--- config.mk ---
export PLATFORM = sky130hd
export DESIGN_NAME = ascii_integer_parser_base_n_flat
export DESIGN_NICKNAME = d
export VERILOG_FILES = /design/src/rtl/core/aip_pkg.sv /design/src/rtl/core/aip_if.sv /design/src/rtl/core/aip_digit_decode.sv /design/src/rtl/core/aip_step.sv /design/src/rtl/core/ascii_integer_parser_base_n.sv /design/src/flat_wrapper.sv
export SDC_FILE = /design/constraint.sdc
export NUM_CORES = 1
export LEC_CHECK = 0
export BUFFER_PORTS_ARGS = -buffer_cell sky130_fd_sc_hd__buf_2
export CAP_MARGIN = 20
export CORE_ASPECT_RATIO = 0.6
export CORE_MARGIN = 3
export CORE_UTILIZATION = 50
export DETAILED_ROUTE_END_ITERATION = 8
export PLACE_DENSITY = 0.74
export REMOVE_ABC_BUFFERS = 1
export SLEW_MARGIN = 0
export SYNTH_ARGS = -nofsm -noshare
export SYNTH_HDL_FRONTEND = slang
export SYNTH_SLANG_ARGS = --single-unit
--- constraint.sdc ---
create_clock -name clk -period 24.2 [get_ports clk]
set_input_delay 3.63 -clock clk [delete_from_list [all_inputs] [get_ports clk]]
set_output_delay 3.63 -clock clk [all_outputs]
set_load 0.005 [all_outputs]
--- src/rtl/core/aip_pkg.sv ---
// Shared types, constants and character helpers for the base-n integer parser.
// Used by the channel interfaces, the digit decoder, the step logic and the top level.
// No dependencies.
`default_nettype none

package aip_pkg;

    localparam int VALUE_BITS_DEF = 64;
    localparam int COUNT_BITS_DEF = 8;
    localparam int TABLE_ENTRIES  = 80;

    localparam int BASE_BITS      = 7;
    localparam int DIGIT_BITS     = 6;
    localparam int CHAR_BITS      = 8;
    localparam int CONSUMED_BITS  = 8;
    localparam int CFG_INDEX_BITS = 2;
    localparam int CFG_DATA_BITS  = 7;

    localparam logic [CFG_INDEX_BITS-1:0] CFG_BASE_VALUE  = 2'd0;
    localparam logic [CFG_INDEX_BITS-1:0] CFG_SIGNED_MODE = 2'd1;

    localparam logic [BASE_BITS-1:0] BASE_RESET   = 7'd10;
    localparam logic                 SIGNED_RESET = 1'b1;

    localparam logic [BASE_BITS-1:0] BASE_OCT      = 7'd8;
    localparam logic [BASE_BITS-1:0] BASE_DEC_MAX  = 7'd10;
    localparam logic [BASE_BITS-1:0] BASE_HEX      = 7'd16;
    localparam logic [BASE_BITS-1:0] BASE_B32_MAX  = 7'd32;
    localparam logic [BASE_BITS-1:0] BASE_B64_MAX  = 7'd64;

    localparam logic [CHAR_BITS-1:0] CH_NUL    = 8'h00;
    localparam logic [CHAR_BITS-1:0] CH_BS     = 8'h08;
    localparam logic [CHAR_BITS-1:0] CH_CR     = 8'h0D;
    localparam logic [CHAR_BITS-1:0] CH_SPACE  = 8'h20;
    localparam logic [CHAR_BITS-1:0] CH_PLUS   = 8'h2B;
    localparam logic [CHAR_BITS-1:0] CH_MINUS  = 8'h2D;
    localparam logic [CHAR_BITS-1:0] CH_SLASH  = 8'h2F;
    localparam logic [CHAR_BITS-1:0] CH_ZERO   = 8'h30;
    localparam logic [CHAR_BITS-1:0] CH_TWO    = 8'h32;
    localparam logic [CHAR_BITS-1:0] CH_SEVEN  = 8'h37;
    localparam logic [CHAR_BITS-1:0] CH_NINE   = 8'h39;
    localparam logic [CHAR_BITS-1:0] CH_UP_A   = 8'h41;
    localparam logic [CHAR_BITS-1:0] CH_UP_F   = 8'h46;
    localparam logic [CHAR_BITS-1:0] CH_UP_X   = 8'h58;
    localparam logic [CHAR_BITS-1:0] CH_UP_Z   = 8'h5A;
    localparam logic [CHAR_BITS-1:0] CH_BSLASH = 8'h5C;
    localparam logic [CHAR_BITS-1:0] CH_LO_A   = 8'h61;
    localparam logic [CHAR_BITS-1:0] CH_LO_F   = 8'h66;
    localparam logic [CHAR_BITS-1:0] CH_LO_X   = 8'h78;
    localparam logic [CHAR_BITS-1:0] CH_LO_Z   = 8'h7A;

    typedef enum logic [2:0] {
        PH_LEAD     = 3'd0,
        PH_SIGN_WS  = 3'd1,
        PH_HEX_ZERO = 3'd2,
        PH_HEX_BSL  = 3'd3,
        PH_DIGITS   = 3'd4,
        PH_DONE     = 3'd5
    } phase_t;

    typedef enum logic [1:0] {
        ST_OK        = 2'd0,
        ST_EMPTY     = 2'd1,
        ST_NO_DIGITS = 2'd2
    } status_t;

    typedef struct packed {
        logic                  valid;
        logic [DIGIT_BITS-1:0] digit;
    } digit_t;

    // Control and status leaving the step logic for one character.
    typedef struct packed {
        phase_t  phase;
        logic    negative;
        logic    wrap;
        logic    seen;
        logic    fire;
        status_t status;
        logic    overflow;
    } step_ctl_t;

    function automatic logic is_space(input logic [CHAR_BITS-1:0] c);
        return (c == CH_SPACE) || ((c >= CH_BS) && (c <= CH_CR));
    endfunction

    function automatic logic is_x(input logic [CHAR_BITS-1:0] c);
        return (c == CH_LO_X) || (c == CH_UP_X);
    endfunction

endpackage

`default_nettype wire

--- src/rtl/core/aip_if.sv ---
// Valid/ready channel interfaces for characters in and parse results out.
// Depends on aip_pkg.
`default_nettype none

interface aip_in_if;
    logic                           valid;
    logic                           ready;
    logic [aip_pkg::CHAR_BITS-1:0]  char_code;
    logic                           is_last;

    modport source (output valid, output char_code, output is_last, input ready);
    modport sink   (input valid, input char_code, input is_last, output ready);
endinterface

interface aip_out_if #(
    parameter int VALUE_BITS = aip_pkg::VALUE_BITS_DEF
);
    logic                              valid;
    logic                              ready;
    logic [VALUE_BITS-1:0]             value;
    logic [aip_pkg::CONSUMED_BITS-1:0] consumed;
    logic [1:0]                        status;
    logic                              overflow;

    modport source (output valid, output value, output consumed, output status,
                    output overflow, input ready);
    modport sink   (input valid, input value, input consumed, input status,
                    input overflow, output ready);
endinterface

`default_nettype wire

--- src/rtl/core/aip_digit_decode.sv ---
// Digit decoder: maps a character to its value under the decimal, hex,
// base32 or base64 alphabet that the radix selects. Depends on aip_pkg.
`default_nettype none

module aip_digit_decode (
    input  wire logic [aip_pkg::CHAR_BITS-1:0] char_code,
    input  wire logic [aip_pkg::BASE_BITS-1:0] base_value,
    output aip_pkg::digit_t                    digit
);

    logic [aip_pkg::CHAR_BITS-1:0] raw;
    logic [aip_pkg::CHAR_BITS-1:0] rel;
    logic                          hit;
    logic                          in_table;

    assign rel      = char_code - aip_pkg::CH_PLUS;
    assign in_table = (char_code >= aip_pkg::CH_PLUS)
                   && (rel < aip_pkg::CHAR_BITS'(aip_pkg::TABLE_ENTRIES));

    always_comb
    begin
        raw = '0;
        hit = 1'b0;
        if (in_table)
        begin
            priority if (base_value <= aip_pkg::BASE_DEC_MAX)
            begin
                if (char_code >= aip_pkg::CH_ZERO && char_code <= aip_pkg::CH_NINE)
                begin
                    hit = 1'b1;
                    raw = char_code - aip_pkg::CH_ZERO;
                end
            end
            else if (base_value <= aip_pkg::BASE_HEX)
            begin
                priority if (char_code >= aip_pkg::CH_ZERO && char_code <= aip_pkg::CH_NINE)
                begin
                    hit = 1'b1;
                    raw = char_code - aip_pkg::CH_ZERO;
                end
                else if (char_code >= aip_pkg::CH_UP_A && char_code <= aip_pkg::CH_UP_F)
                begin
                    hit = 1'b1;
                    raw = char_code - aip_pkg::CH_UP_A + 8'd10;
                end
                else if (char_code >= aip_pkg::CH_LO_A && char_code <= aip_pkg::CH_LO_F)
                begin
                    hit = 1'b1;
                    raw = char_code - aip_pkg::CH_LO_A + 8'd10;
                end
                else
                begin
                    hit = 1'b0;
                end
            end
            else if (base_value <= aip_pkg::BASE_B32_MAX)
            begin
                priority if (char_code >= aip_pkg::CH_UP_A && char_code <= aip_pkg::CH_UP_Z)
                begin
                    hit = 1'b1;
                    raw = char_code - aip_pkg::CH_UP_A;
                end
                else if (char_code >= aip_pkg::CH_TWO && char_code <= aip_pkg::CH_SEVEN)
                begin
                    hit = 1'b1;
                    raw = char_code - aip_pkg::CH_TWO + 8'd26;
                end
                else
                begin
                    hit = 1'b0;
                end
            end
            else if (base_value <= aip_pkg::BASE_B64_MAX)
            begin
                priority if (char_code >= aip_pkg::CH_UP_A && char_code <= aip_pkg::CH_UP_Z)
                begin
                    hit = 1'b1;
                    raw = char_code - aip_pkg::CH_UP_A;
                end
                else if (char_code >= aip_pkg::CH_LO_A && char_code <= aip_pkg::CH_LO_Z)
                begin
                    hit = 1'b1;
                    raw = char_code - aip_pkg::CH_LO_A + 8'd26;
                end
                else if (char_code >= aip_pkg::CH_ZERO && char_code <= aip_pkg::CH_NINE)
                begin
                    hit = 1'b1;
                    raw = char_code - aip_pkg::CH_ZERO + 8'd52;
                end
                else if (char_code == aip_pkg::CH_PLUS)
                begin
                    hit = 1'b1;
                    raw = 8'd62;
                end
                else if (char_code == aip_pkg::CH_SLASH)
                begin
                    hit = 1'b1;
                    raw = 8'd63;
                end
                else
                begin
                    hit = 1'b0;
                end
            end
            else
            begin
                hit = 1'b0;
            end
        end
    end

    // A digit not below the radix ends the number.
    assign digit.digit = raw[aip_pkg::DIGIT_BITS-1:0];
    assign digit.valid = hit && ({1'b0, raw[aip_pkg::DIGIT_BITS-1:0]} < base_value);

endmodule

`default_nettype wire

--- src/rtl/core/aip_step.sv ---
// Per-character step logic: phase decisions, the accumulator multiply-add,
// count update and result formatting. Depends on aip_pkg and aip_digit_decode.
`default_nettype none

module aip_step #(
    parameter int VALUE_BITS = aip_pkg::VALUE_BITS_DEF,
    parameter int COUNT_BITS = aip_pkg::COUNT_BITS_DEF
) (
    input  wire aip_pkg::phase_t                  phase,
    input  wire logic [VALUE_BITS-1:0]            acc,
    input  wire logic [COUNT_BITS-1:0]            char_count,
    input  wire logic                             negative,
    input  wire logic                             wrap,
    input  wire logic                             seen,
    input  wire logic [aip_pkg::BASE_BITS-1:0]    base_value,
    input  wire logic                             signed_mode,
    input  wire logic [aip_pkg::CHAR_BITS-1:0]    char_code,
    input  wire logic                             is_last,
    output aip_pkg::step_ctl_t                    ctl,
    output logic [VALUE_BITS-1:0]                 acc_next,
    output logic [COUNT_BITS-1:0]                 count_next,
    output logic [VALUE_BITS-1:0]                 res_value,
    output logic [aip_pkg::CONSUMED_BITS-1:0]     res_consumed
);

    localparam int PROD_BITS = VALUE_BITS + aip_pkg::BASE_BITS;
    localparam int EXT_BITS  = COUNT_BITS + aip_pkg::CONSUMED_BITS;
    localparam logic [COUNT_BITS:0] COUNT_MAX = {1'b0, {COUNT_BITS{1'b1}}};

    aip_pkg::digit_t dc;
    aip_pkg::digit_t dz;

    logic                  space_c;
    logic                  x_c;
    logic                  body;
    logic                  zero_step;
    logic                  digit_try;
    logic [VALUE_BITS-1:0] mul_op;
    logic [PROD_BITS-1:0]  prod;
    logic                  prod_wrap;
    logic [1:0]            inc;
    logic                  fin;
    logic                  empty;
    logic [VALUE_BITS-1:0] acc_s;
    logic                  wrap_s;
    logic                  seen_s;
    logic                  neg_s;
    aip_pkg::phase_t       phase_s;
    logic                  fire_c;
    aip_pkg::phase_t       phase_c;
    logic [COUNT_BITS:0]   cnt_sum;
    logic [EXT_BITS-1:0]   cnt_ext;
    logic                  ok;

    aip_digit_decode u_dec_char (
        .char_code  (char_code),
        .base_value (base_value),
        .digit      (dc)
    );

    // Value of a deferred hex '0' under the current radix.
    aip_digit_decode u_dec_zero (
        .char_code  (aip_pkg::CH_ZERO),
        .base_value (base_value),
        .digit      (dz)
    );

    assign space_c = aip_pkg::is_space(char_code);
    assign x_c     = aip_pkg::is_x(char_code);

    // A deferred hex '0' is the first digit, so the accumulator is zero there.
    assign mul_op    = zero_step ? VALUE_BITS'(dz.digit) : acc;
    assign prod      = (PROD_BITS'(mul_op) * PROD_BITS'(base_value)) + PROD_BITS'(dc.digit);
    assign prod_wrap = |prod[PROD_BITS-1:VALUE_BITS];

    // Phase decisions.
    always_comb
    begin
        phase_s   = phase;
        neg_s     = negative;
        body      = 1'b0;
        zero_step = 1'b0;
        digit_try = 1'b0;
        fin       = 1'b0;
        empty     = 1'b0;
        inc       = 2'd0;
        unique case (phase)
            aip_pkg::PH_LEAD:
            begin
                priority if (char_code == aip_pkg::CH_NUL && char_count == '0)
                begin
                    fin   = 1'b1;
                    empty = 1'b1;
                end
                else if (space_c)
                begin
                    inc = 2'd1;
                end
                else if (char_code == aip_pkg::CH_PLUS
                         || (char_code == aip_pkg::CH_MINUS && signed_mode))
                begin
                    neg_s   = (char_code == aip_pkg::CH_MINUS);
                    inc     = 2'd1;
                    phase_s = aip_pkg::PH_SIGN_WS;
                end
                else
                begin
                    body = 1'b1;
                end
            end
            aip_pkg::PH_SIGN_WS:
            begin
                if (space_c)
                    inc = 2'd1;
                else
                    body = 1'b1;
            end
            aip_pkg::PH_HEX_ZERO:
            begin
                priority if (x_c)
                begin
                    inc     = 2'd2;
                    phase_s = aip_pkg::PH_DIGITS;
                end
                else if (dz.valid)
                begin
                    zero_step = 1'b1;
                    digit_try = 1'b1;
                end
                else
                begin
                    fin = 1'b1;
                end
            end
            aip_pkg::PH_HEX_BSL:
            begin
                if (x_c)
                begin
                    inc     = 2'd2;
                    phase_s = aip_pkg::PH_DIGITS;
                end
                else
                begin
                    fin = 1'b1;
                end
            end
            aip_pkg::PH_DIGITS:
            begin
                digit_try = 1'b1;
            end
            aip_pkg::PH_DONE:
            begin
                phase_s = aip_pkg::PH_DONE;
            end
            default:
            begin
                phase_s = phase;
            end
        endcase

        // Start of the number body: radix prefixes, then a plain digit.
        if (body)
        begin
            priority if (base_value == aip_pkg::BASE_HEX && x_c)
            begin
                inc     = 2'd1;
                phase_s = aip_pkg::PH_DIGITS;
            end
            else if (base_value == aip_pkg::BASE_HEX && char_code == aip_pkg::CH_ZERO)
            begin
                phase_s = aip_pkg::PH_HEX_ZERO;
            end
            else if (base_value == aip_pkg::BASE_HEX && char_code == aip_pkg::CH_BSLASH)
            begin
                phase_s = aip_pkg::PH_HEX_BSL;
            end
            else if (base_value == aip_pkg::BASE_OCT && char_code == aip_pkg::CH_BSLASH)
            begin
                inc     = 2'd1;
                phase_s = aip_pkg::PH_DIGITS;
            end
            else
            begin
                digit_try = 1'b1;
            end
        end
    end

    // Accumulate, and close out a string that ends early.
    always_comb
    begin
        acc_s  = acc;
        wrap_s = wrap;
        seen_s = seen;
        if (zero_step)
        begin
            acc_s  = VALUE_BITS'(dz.digit);
            seen_s = 1'b1;
        end
        if (digit_try && dc.valid)
        begin
            acc_s  = prod[VALUE_BITS-1:0];
            wrap_s = wrap | prod_wrap;
            seen_s = 1'b1;
        end
        fire_c  = fin || (digit_try && !dc.valid);
        phase_c = (digit_try && dc.valid) ? aip_pkg::PH_DIGITS : phase_s;
        cnt_sum = {1'b0, char_count} + (COUNT_BITS+1)'(inc)
                + (COUNT_BITS+1)'(zero_step) + (COUNT_BITS+1)'(digit_try && dc.valid);

        if (is_last && !fire_c && phase_c != aip_pkg::PH_DONE)
        begin
            // Pending hex '0' at the end of the string still counts as a digit.
            if (phase_c == aip_pkg::PH_HEX_ZERO && dz.valid)
            begin
                acc_s   = VALUE_BITS'(dz.digit);
                seen_s  = 1'b1;
                cnt_sum = cnt_sum + (COUNT_BITS+1)'(1);
            end
            fire_c = 1'b1;
        end
        if (fire_c)
            phase_c = aip_pkg::PH_DONE;

        count_next = (cnt_sum > COUNT_MAX) ? COUNT_MAX[COUNT_BITS-1:0]
                                           : cnt_sum[COUNT_BITS-1:0];
    end

    assign ctl.fire     = fire_c;
    assign ctl.phase    = phase_c;
    assign ctl.negative = neg_s;
    assign ctl.wrap     = wrap_s;
    assign ctl.seen     = seen_s;
    assign acc_next     = acc_s;

    // Result formatting.
    assign ok           = !empty && seen_s;
    assign ctl.status   = empty ? aip_pkg::ST_EMPTY
                        : (seen_s ? aip_pkg::ST_OK : aip_pkg::ST_NO_DIGITS);
    assign ctl.overflow = ok && wrap_s;
    assign cnt_ext      = EXT_BITS'(count_next);
    assign res_value    = !ok ? '0 : (neg_s ? ('0 - acc_s) : acc_s);
    assign res_consumed = !ok ? '0
                        : ((cnt_ext > EXT_BITS'(8'hFF)) ? 8'hFF
                                                        : cnt_ext[aip_pkg::CONSUMED_BITS-1:0]);

endmodule

`default_nettype wire

--- src/rtl/core/ascii_integer_parser_base_n.sv ---
// Top level of the streaming base-n integer parser: configuration registers,
// parse state, handshake and result register. Depends on aip_pkg, aip_if, aip_step.
//
// Usage:
//   char_in carries one character per transfer (char_code, is_last). The parser
//   skips white space, takes a sign and a radix prefix, accumulates digits and
//   gives one transfer on result_out per string (value, consumed, status,
//   overflow) when the number ends; later characters are dropped until is_last.
//   is_last always rearms the parser for the next string.
//   Throughput: one character per cycle while char_in is not stalled. The whole
//   step for a character, with the single multiply-add of the accumulator by
//   the radix, sits between the parse state registers and the result register.
//   Latency: the result is valid in the cycle after the transfer of the
//   character that ends the number.
//   Stall: while a result waits and the receiver holds ready low, char_in.ready
//   drops; it returns as soon as the result is taken, in the same cycle.
//   Configuration: cfg_we writes base_value (index 0) or signed_mode (index 1)
//   from cfg_data; write only while no string is in flight.
//   Reset: rst_n clears the parse state and the result valid and loads the
//   radix 10 and signed mode; there is no clearing pass.
`default_nettype none

module ascii_integer_parser_base_n #(
    parameter int VALUE_BITS = aip_pkg::VALUE_BITS_DEF,
    parameter int COUNT_BITS = aip_pkg::COUNT_BITS_DEF
) (
    input  wire logic                                clk,
    input  wire logic                                rst_n,
    input  wire logic                                cfg_we,
    input  wire logic [aip_pkg::CFG_INDEX_BITS-1:0]  cfg_index,
    input  wire logic [aip_pkg::CFG_DATA_BITS-1:0]   cfg_data,
    aip_in_if.sink                                   char_in,
    aip_out_if.source                                result_out
);

    // Configuration.
    logic [aip_pkg::BASE_BITS-1:0] base_reg;
    logic                          signed_reg;

    // Parse state.
    aip_pkg::phase_t               phase_reg;
    aip_pkg::phase_t               phase_next;
    logic [VALUE_BITS-1:0]         acc_reg;
    logic [COUNT_BITS-1:0]         count_reg;
    logic                          neg_reg;
    logic                          wrap_reg;
    logic                          seen_reg;

    // Result register.
    logic                              out_valid_reg;
    logic [VALUE_BITS-1:0]             out_value_reg;
    logic [aip_pkg::CONSUMED_BITS-1:0] out_consumed_reg;
    aip_pkg::status_t                  out_status_reg;
    logic                              out_overflow_reg;

    aip_pkg::step_ctl_t                ctl;
    logic [VALUE_BITS-1:0]             acc_next;
    logic [COUNT_BITS-1:0]             count_next;
    logic [VALUE_BITS-1:0]             res_value;
    logic [aip_pkg::CONSUMED_BITS-1:0] res_consumed;
    logic                              in_xfer;

    // Take a character whenever the result register is free or being emptied.
    assign char_in.ready = !out_valid_reg || result_out.ready;
    assign in_xfer       = char_in.valid && char_in.ready;

    aip_step #(
        .VALUE_BITS (VALUE_BITS),
        .COUNT_BITS (COUNT_BITS)
    ) u_step (
        .phase        (phase_reg),
        .acc          (acc_reg),
        .char_count   (count_reg),
        .negative     (neg_reg),
        .wrap         (wrap_reg),
        .seen         (seen_reg),
        .base_value   (base_reg),
        .signed_mode  (signed_reg),
        .char_code    (char_in.char_code),
        .is_last      (char_in.is_last),
        .ctl          (ctl),
        .acc_next     (acc_next),
        .count_next   (count_next),
        .res_value    (res_value),
        .res_consumed (res_consumed)
    );

    always_ff @(posedge clk or negedge rst_n)
    begin
        if (!rst_n)
        begin
            base_reg   <= aip_pkg::BASE_RESET;
            signed_reg <= aip_pkg::SIGNED_RESET;
        end
        else if (cfg_we)
        begin
            unique case (cfg_index)
                aip_pkg::CFG_BASE_VALUE:  base_reg   <= cfg_data[aip_pkg::BASE_BITS-1:0];
                aip_pkg::CFG_SIGNED_MODE: signed_reg <= cfg_data[0];
                default:                  base_reg   <= base_reg;
            endcase
        end
    end

    // Next phase: is_last rearms, otherwise follow the step.
    always_comb
    begin
        phase_next = phase_reg;
        if (in_xfer)
            phase_next = char_in.is_last ? aip_pkg::PH_LEAD : ctl.phase;
    end

    always_ff @(posedge clk or negedge rst_n)
    begin
        if (!rst_n)
        begin
            phase_reg <= aip_pkg::PH_LEAD;
            acc_reg   <= '0;
            count_reg <= '0;
            neg_reg   <= 1'b0;
            wrap_reg  <= 1'b0;
            seen_reg  <= 1'b0;
        end
        else
        begin
            phase_reg <= phase_next;
            if (in_xfer)
            begin
                if (char_in.is_last)
                begin
                    acc_reg   <= '0;
                    count_reg <= '0;
                    neg_reg   <= 1'b0;
                    wrap_reg  <= 1'b0;
                    seen_reg  <= 1'b0;
                end
                else
                begin
                    acc_reg   <= acc_next;
                    count_reg <= count_next;
                    neg_reg   <= ctl.negative;
                    wrap_reg  <= ctl.wrap;
                    seen_reg  <= ctl.seen;
                end
            end
        end
    end

    // Result valid: set on a finishing character, drop once the receiver takes it.
    always_ff @(posedge clk or negedge rst_n)
    begin
        if (!rst_n)
            out_valid_reg <= 1'b0;
        else if (in_xfer && ctl.fire)
            out_valid_reg <= 1'b1;
        else if (result_out.ready)
            out_valid_reg <= 1'b0;
    end

    // Payload needs no reset; load it with the finishing character.
    always_ff @(posedge clk)
    begin
        if (in_xfer && ctl.fire)
        begin
            out_value_reg    <= res_value;
            out_consumed_reg <= res_consumed;
            out_status_reg   <= ctl.status;
            out_overflow_reg <= ctl.overflow;
        end
    end

    assign result_out.valid    = out_valid_reg;
    assign result_out.value    = out_value_reg;
    assign result_out.consumed = out_consumed_reg;
    assign result_out.status   = out_status_reg;
    assign result_out.overflow = out_overflow_reg;

endmodule

`default_nettype wire
--- src/flat_wrapper.sv ---
// flat-port wrapper written by rule: the top's interface ports become plain ports
module ascii_integer_parser_base_n_flat 
#(
    parameter int VALUE_BITS = aip_pkg::VALUE_BITS_DEF,
    parameter int COUNT_BITS = aip_pkg::COUNT_BITS_DEF
)
  (clk, rst_n, cfg_we, cfg_index, cfg_data, char_in_valid, char_in_char_code, char_in_is_last, char_in_ready, result_out_valid, result_out_value, result_out_consumed, result_out_status, result_out_overflow, result_out_ready);
  aip_in_if char_in_i ();
  aip_out_if #(.VALUE_BITS(VALUE_BITS)) result_out_i ();
  input  wire logic clk;
  input  wire logic rst_n;
  input  wire logic cfg_we;
  input  wire logic [aip_pkg::CFG_INDEX_BITS-1:0] cfg_index;
  input  wire logic [aip_pkg::CFG_DATA_BITS-1:0] cfg_data;
  input wire logic [$bits(char_in_i.valid)-1:0] char_in_valid;
  input wire logic [$bits(char_in_i.char_code)-1:0] char_in_char_code;
  input wire logic [$bits(char_in_i.is_last)-1:0] char_in_is_last;
  output wire logic [$bits(char_in_i.ready)-1:0] char_in_ready;
  output wire logic [$bits(result_out_i.valid)-1:0] result_out_valid;
  output wire logic [$bits(result_out_i.value)-1:0] result_out_value;
  output wire logic [$bits(result_out_i.consumed)-1:0] result_out_consumed;
  output wire logic [$bits(result_out_i.status)-1:0] result_out_status;
  output wire logic [$bits(result_out_i.overflow)-1:0] result_out_overflow;
  input wire logic [$bits(result_out_i.ready)-1:0] result_out_ready;
  assign char_in_i.valid = char_in_valid;
  assign char_in_i.char_code = char_in_char_code;
  assign char_in_i.is_last = char_in_is_last;
  assign char_in_ready = char_in_i.ready;
  assign result_out_valid = result_out_i.valid;
  assign result_out_value = result_out_i.value;
  assign result_out_consumed = result_out_i.consumed;
  assign result_out_status = result_out_i.status;
  assign result_out_overflow = result_out_i.overflow;
  assign result_out_i.ready = result_out_ready;
  ascii_integer_parser_base_n #(.VALUE_BITS(VALUE_BITS), .COUNT_BITS(COUNT_BITS)) u_core (.clk(clk), .rst_n(rst_n), .cfg_we(cfg_we), .cfg_index(cfg_index), .cfg_data(cfg_data), .char_in(char_in_i), .result_out(result_out_i));
endmodule
* Word-level counts from Yosys, hierarchy flattened *
Cells that the tools add are included.

storage, ports and cells
  register bits = 162
  input port bits = 23
  output and inout bits = 77
  logic and storage cells = 225

cells by class
  $add $sub $neg = 16
  $mul = 1
  magnitude comparators = 22
  eq/ne operators = 18
  multiplexer cells = 111
  bitwise gates (word level) = 1
  reductions and logical operators = 43

operators with widths
  cell                   count
  $mux 64                6
  $mux 6                 20
  $add 71x6->71          1
  $mul 64x7->71          1
  $sub 1x64->64 const A  1
  $mux 1                 56
  $eq 8x6->1 const B     5
  $mux 3                 12
  $le 8x7->1 const B     4
  $logic_and 1x1->1      25
  $eq 8x7->1 const B     3
  $ge 8x6->1 const B     3
  $mux 8                 3
  $add 9x1->9            2
  $mux 9                 2
  $sub 6x6->6 const B    3
  $ge 8x7->1 const B     2
  $le 8x6->1 const B     2
  $logic_not 8->1        2
  $lt 6x7->1             2
  $mux 2                 7
  $add 6x4->6 const B    2
  $add 6x5->6 const B    2
  $add 8x2->9            1
  other kinds (33)       45

* Depth between registers and ports, before layout *
  word-level depth = 25
  gate-level depth with buffers = 43
  gate-level depth less buffers = 35

* Modules after synthesis *
A second synthesis with hierarchy kept.

second synthesis, totals
  cell total of the unflattened synthesis = 3590
  area, all modules = 30315.3 µm²

modules (own cells, without submodules)
  module                                        instances  cells each  area an instance (µm²)  sequential area each (µm²)
  aip_step                                      1          2807        21060.2                 0.0
  ascii_integer_parser_base_n                   1          349         6149.6                  4433.0
  aip_digit_decode at u_core.u_step.u_dec_zero  1          215         1580.3                  0.0
  aip_digit_decode at u_core.u_step.u_dec_char  1          219         1525.2                  0.0

* Least setup slack after synthesis *
No wires, ideal clock.

  path kind = input -> register
  start = in char_in_char_code[2]
  end = reg u_core.out_value_reg[63] (netlist: u_core.result_out.value[63]) (data pin)
  setup time = 0.266 ns
  data arrival time = 12.416 ns
  data required time = 23.934 ns
  setup slack = 11.518 ns
  stages = 36
  buffers on the path = 10
  cells stage by stage = clkbuf_1 > inv_1 > ha_1 > clkbuf_1 > and2_1 > nand3b_1 > and4_1 > buf_2 > inv_1 > clkbuf_1 > clkbuf_1 > clkbuf_1 > clkbuf_1 > clkbuf_1 > clkbuf_1 > and3_1 > fa_1 > fa_1 > fa_1 > inv_1 > fa_1 > inv_1 > ha_1 > clkbuf_1 > nand4_1 > or4_1 > a2111oi_1 > nor4_1 > a211oi_1 > xor2_1 > nor4_1 > o22ai_1 > nand4b_4 > o41ai_2 > xor2_1 > nor2_1

on the way
  cells in the longest elaborated chain, start to end = 22
  elaborated cells on any way between the ends = 141
  classes of those cells = add/sub: 12; mul: 1; order compare: 15; eq/ne: 10; mux: 74; reduce/logical: 29

ends and longest elaborated chain
  item                                                    RTL line                            RTL
  start: declaration                                      flat_wrapper.sv:16                  input wire logic [$bits(char_in_i.char_code)-1:0] char_in_char_code;
  branches (longest 22 deep; another with $mul 64x7->71)  --
  end signal: assignment                                  ascii_integer_parser_base_n.sv:165  out_value_reg <= res_value;
  end: declaration                                        ascii_integer_parser_base_n.sv:51   logic [VALUE_BITS-1:0] out_value_reg;

Several ways; the timed one is not identified.
A chain may end at the register's enable or synchronous reset.

* Worst setup path in the final report *
  start = in char_in_char_code[2]
  end = reg u_core.out_value_reg[58] (netlist: u_core.result_out.value[58]) (data pin)

The elaborated chain is that of the path after synthesis.

==> flow_summary.json <==
{
  "outcome": "complete, no violations",
  "clkPwrFrac_pct": 25.1,
  "ys_types": 104,
  "syn-instance-count": 3428,
  "cap_violations": 0,
  "max_stage_delay_ps": 650,
  "numCtsBuffers": 17,
  "hold_violations": 0,
  "fin_crit_ps": 13540,
  "ys.flop_type": "dfrtp_1",
  "holdPathStages": 2,
  "port_buffers": 99,
  "hp-class": "reg -> reg",
  "synth_top_area_share_pct": 22.6,
  "reg2reg_depth": 33,
  "grt_pass1_wl_mm": 146,
  "post-place-ws_ps": 10590,
  "die_h_um": 190,
  "seq_power_share_pct": 27.3,
  "met3_wirelength_mm": 14.1,
  "nets": 3833,
  "cts-root-buf": "clkbuf_16",
  "tightestPinTransition_ps": 1180,
  "clk_pin_slew_ps": 70,
  "grt_max_degree": 201,
  "power.leakage_uw": 0.0149,
  "ir_worst_vdd_mv": 0.0411,
  "die_w_um": 312,
  "drv_slew": 0,
  "synth_top_area_cell": "fa_1",
  "cts.repair.resized": 0,
  "cp_max_fo": 152,
  "slew_headroom_pct": 21.3,
  "met2_length_mm": 35.2,
  "die_area_um2": 59100,
  "drt_iter0_markers": 3447,
  "switching_share_pct": 47.4,
  "setup_tns_ps": 0,
  "setup_ws_ps": 10660,
  "fmax_mhz": 73.9,
  "cp.required_ps": 24400,
  "antenna_found_initial": 4,
  "yosysWarnings": 0,
  "cp-end-kind": "flop",
  "avgSynthCellArea_um2": 8.19,
  "intPower_uw": 647,
  "wirelength_mm": 93.0,
  "setup_viol": 0,
  "cts_hold_buf": 0,
  "grtUsageTotal_pct": 31.5,
  "grt_pass1_vias": 24600,
  "post-route-period-util_pct": 55.9,
  "power.density_nw_per_um2": 41.9,
  "ant_nets": 0,
  "cp-start-kind": "input pin",
  "post-cts-setup-buffer-count": 0,
  "tritoncts": "built",
  "synthArstFlopShare_pct": 53.7,
  "r2r_slack_ps": 12090,
  "post_drt_wl_per_cell_um": 22.8,
  "n_antenna_cell": 0,
  "cp_common_cell": "fa_1",
  "critPathKind": "in -> reg",
  "clock_latency_ps": 490,
  "drtPass1Iterations": 9,
  "pwr-share-comb_pct": 47.7,
  "cp_slowest_cell": "buf_4",
  "coreArea_um2": 54800,
  "routed.top_layer": "met5",
  "htree_levels": 4,
  "synth_area_um2": 28100,
  "drc": 0,
  "crit_arrival_ps": 13740,
  "ys_top_cells_by_area": "fa_1, and3_1, edfxtp_1, ha_1, dfrtp_1",
  "overflow": 0,
  "switching_power_uw": 584,
  "cts_buffer_depth": 2,
  "num_rows": 66,
  "via_count": 26000,
  "rsz0062_at_grt": "no",
  "viasPerCell": 6.38,
  "yosysSeqAreaShare_pct": 15.8,
  "gp_congestion": 1.05,
  "clock_sinks": 162,
  "pin_count": 100,
  "drt-met1-wl_mm": 41.1,
  "ys_ff_latch": 162,
  "start_util_pct": 51.2,
  "finClkSkew_ps": 20.1,
  "area_growth_pct": 4.70,
  "drive_gt1_share_pct": 7.22,
  "dp_hpwl_mm": 67.9,
  "synth_edf_count": 75
}
through the flow:
step | instance area (µm²) | instances | hold WS, ps | total power [µW] | util (%)
after detailed placement | 28700 | 4039 | 505 | 899 | 52.4
after global routing | 29400 | 4074 | 568 | 1290 | 53.6
after CTS | 29400 | 4071 | 522 | 1210 | 53.6
after floorplan | 27000 | 3164 | 466 | 683 | -
final | 29400 | 4074 | 529 | 1230 | 53.6
after global placement | 28700 | 4038 | 491 | 895 | 52.4
routing by layer:
layer / GRT usage [%] / vias to the layer above
met5: 0 / -
met2: 41.6 / 1765
met3: 10.5 / 159
met1: 48.5 / 12500
met4: 8.35 / 2
li1: - / 11600
critical path: cells and delay by family:
family / cells / cell delay (ps)
AOI/OAI and AO/OA: 8 / 2860
buffers and inverters: 7 / 1880
and+or+nand+nor: 8 / 2210
adders and majority gates: 6 / 2850
xor gates and xnor gates: 1 / 180
cell type report:
class	instances	area, µm²
clock buffer	17	425
inverter	363	1370
sequential	162	4440
multi-input combinational	2639	21300
clock inverter	15	198
fill	5193	25400
tap	748	936
timing repair buffer	130	763
layout by cell type, fill, tap and decap left out, drive strengths merged, types with 41 or more instances in the layout:
cell type	netlist	final
edfxtp	75	75
o21ai	216	216
xor2	61	61
xnor2	60	60
fa	317	317
and3	400	400
ha	180	180
dfrtp	84	84
buf	40	130
nor3	61	61
nand3	84	84
nor2	210	210
a21oi	184	184
nand2	321	321
nand4	41	41
inv	360	367
synth_stat cells, types with 7 or more instances:
cell         n
a211o_1      7
a211oi_1    24
a21boi_0     7
a21o_1      37
a21oi_1    183
a22o_1      14
a22oi_1     18
a31oi_1     34
and2_1      32
and3_1     399
and4_1       7
buf_1       17
buf_2       16
clkbuf_1   219
dfrtp_1     84
edfxtp_1    75
fa_1       317
ha_1       180
inv_1      358
mux2_2      11
mux2i_1     14
nand2_1    321
nand2b_1    21
nand3_1     83
nand3b_1     7
nand4_1     40
nor2_1     210
nor2b_1     15
nor3_1      60
nor3b_1     14
nor4_1      16
o2111ai_1    7
o211ai_1    19
o21a_1      18
o21ai_0    204
o21ai_1     10
o21bai_1     9
o22ai_1      8
o31ai_1     18
or2_2        9
or3_1       25
or4_1       10
xnor2_1     60
xor2_1      61
power groups by stage:
stage,Sequential (µW),Clock (µW),Combinational (µW)
CTS,335,311,561
finish,336,309,587
global route,338,320,627
global placement,341,0,554
detailed placement,340,0,559
floorplan,352,0,331
cell families after synthesis:
family / Yosys count / share of synthesized area [%]
AND/OR/NAND/NOR: 1290 / 23.9
AO/OA/AOI/OAI: 705 / 16.3
buffers and inverters: 627 / 8.66
adder cells (fa/ha/maj): 497 / 30.6
flip-flops: 162 / 15.8
XOR/XNOR: 121 / 3.77
multiplexers: 26 / 0.989
path summary, 6_finish.rpt:
path | from | to
max | char_in_char_code[2] | u_core.result_out.value[58]
max reg2reg | u_core.base_reg[3] | u_core.result_out.value[63]
min in group asynchronous | rst_n | u_core.acc_reg[56]
max in group asynchronous | rst_n | u_core.base_reg[0]
min | u_core.acc_reg[5] | u_core.acc_reg[5]
min reg2reg | u_core.acc_reg[5] | u_core.acc_reg[5]
Note: power is estimated with default switching activity, not from simulation.
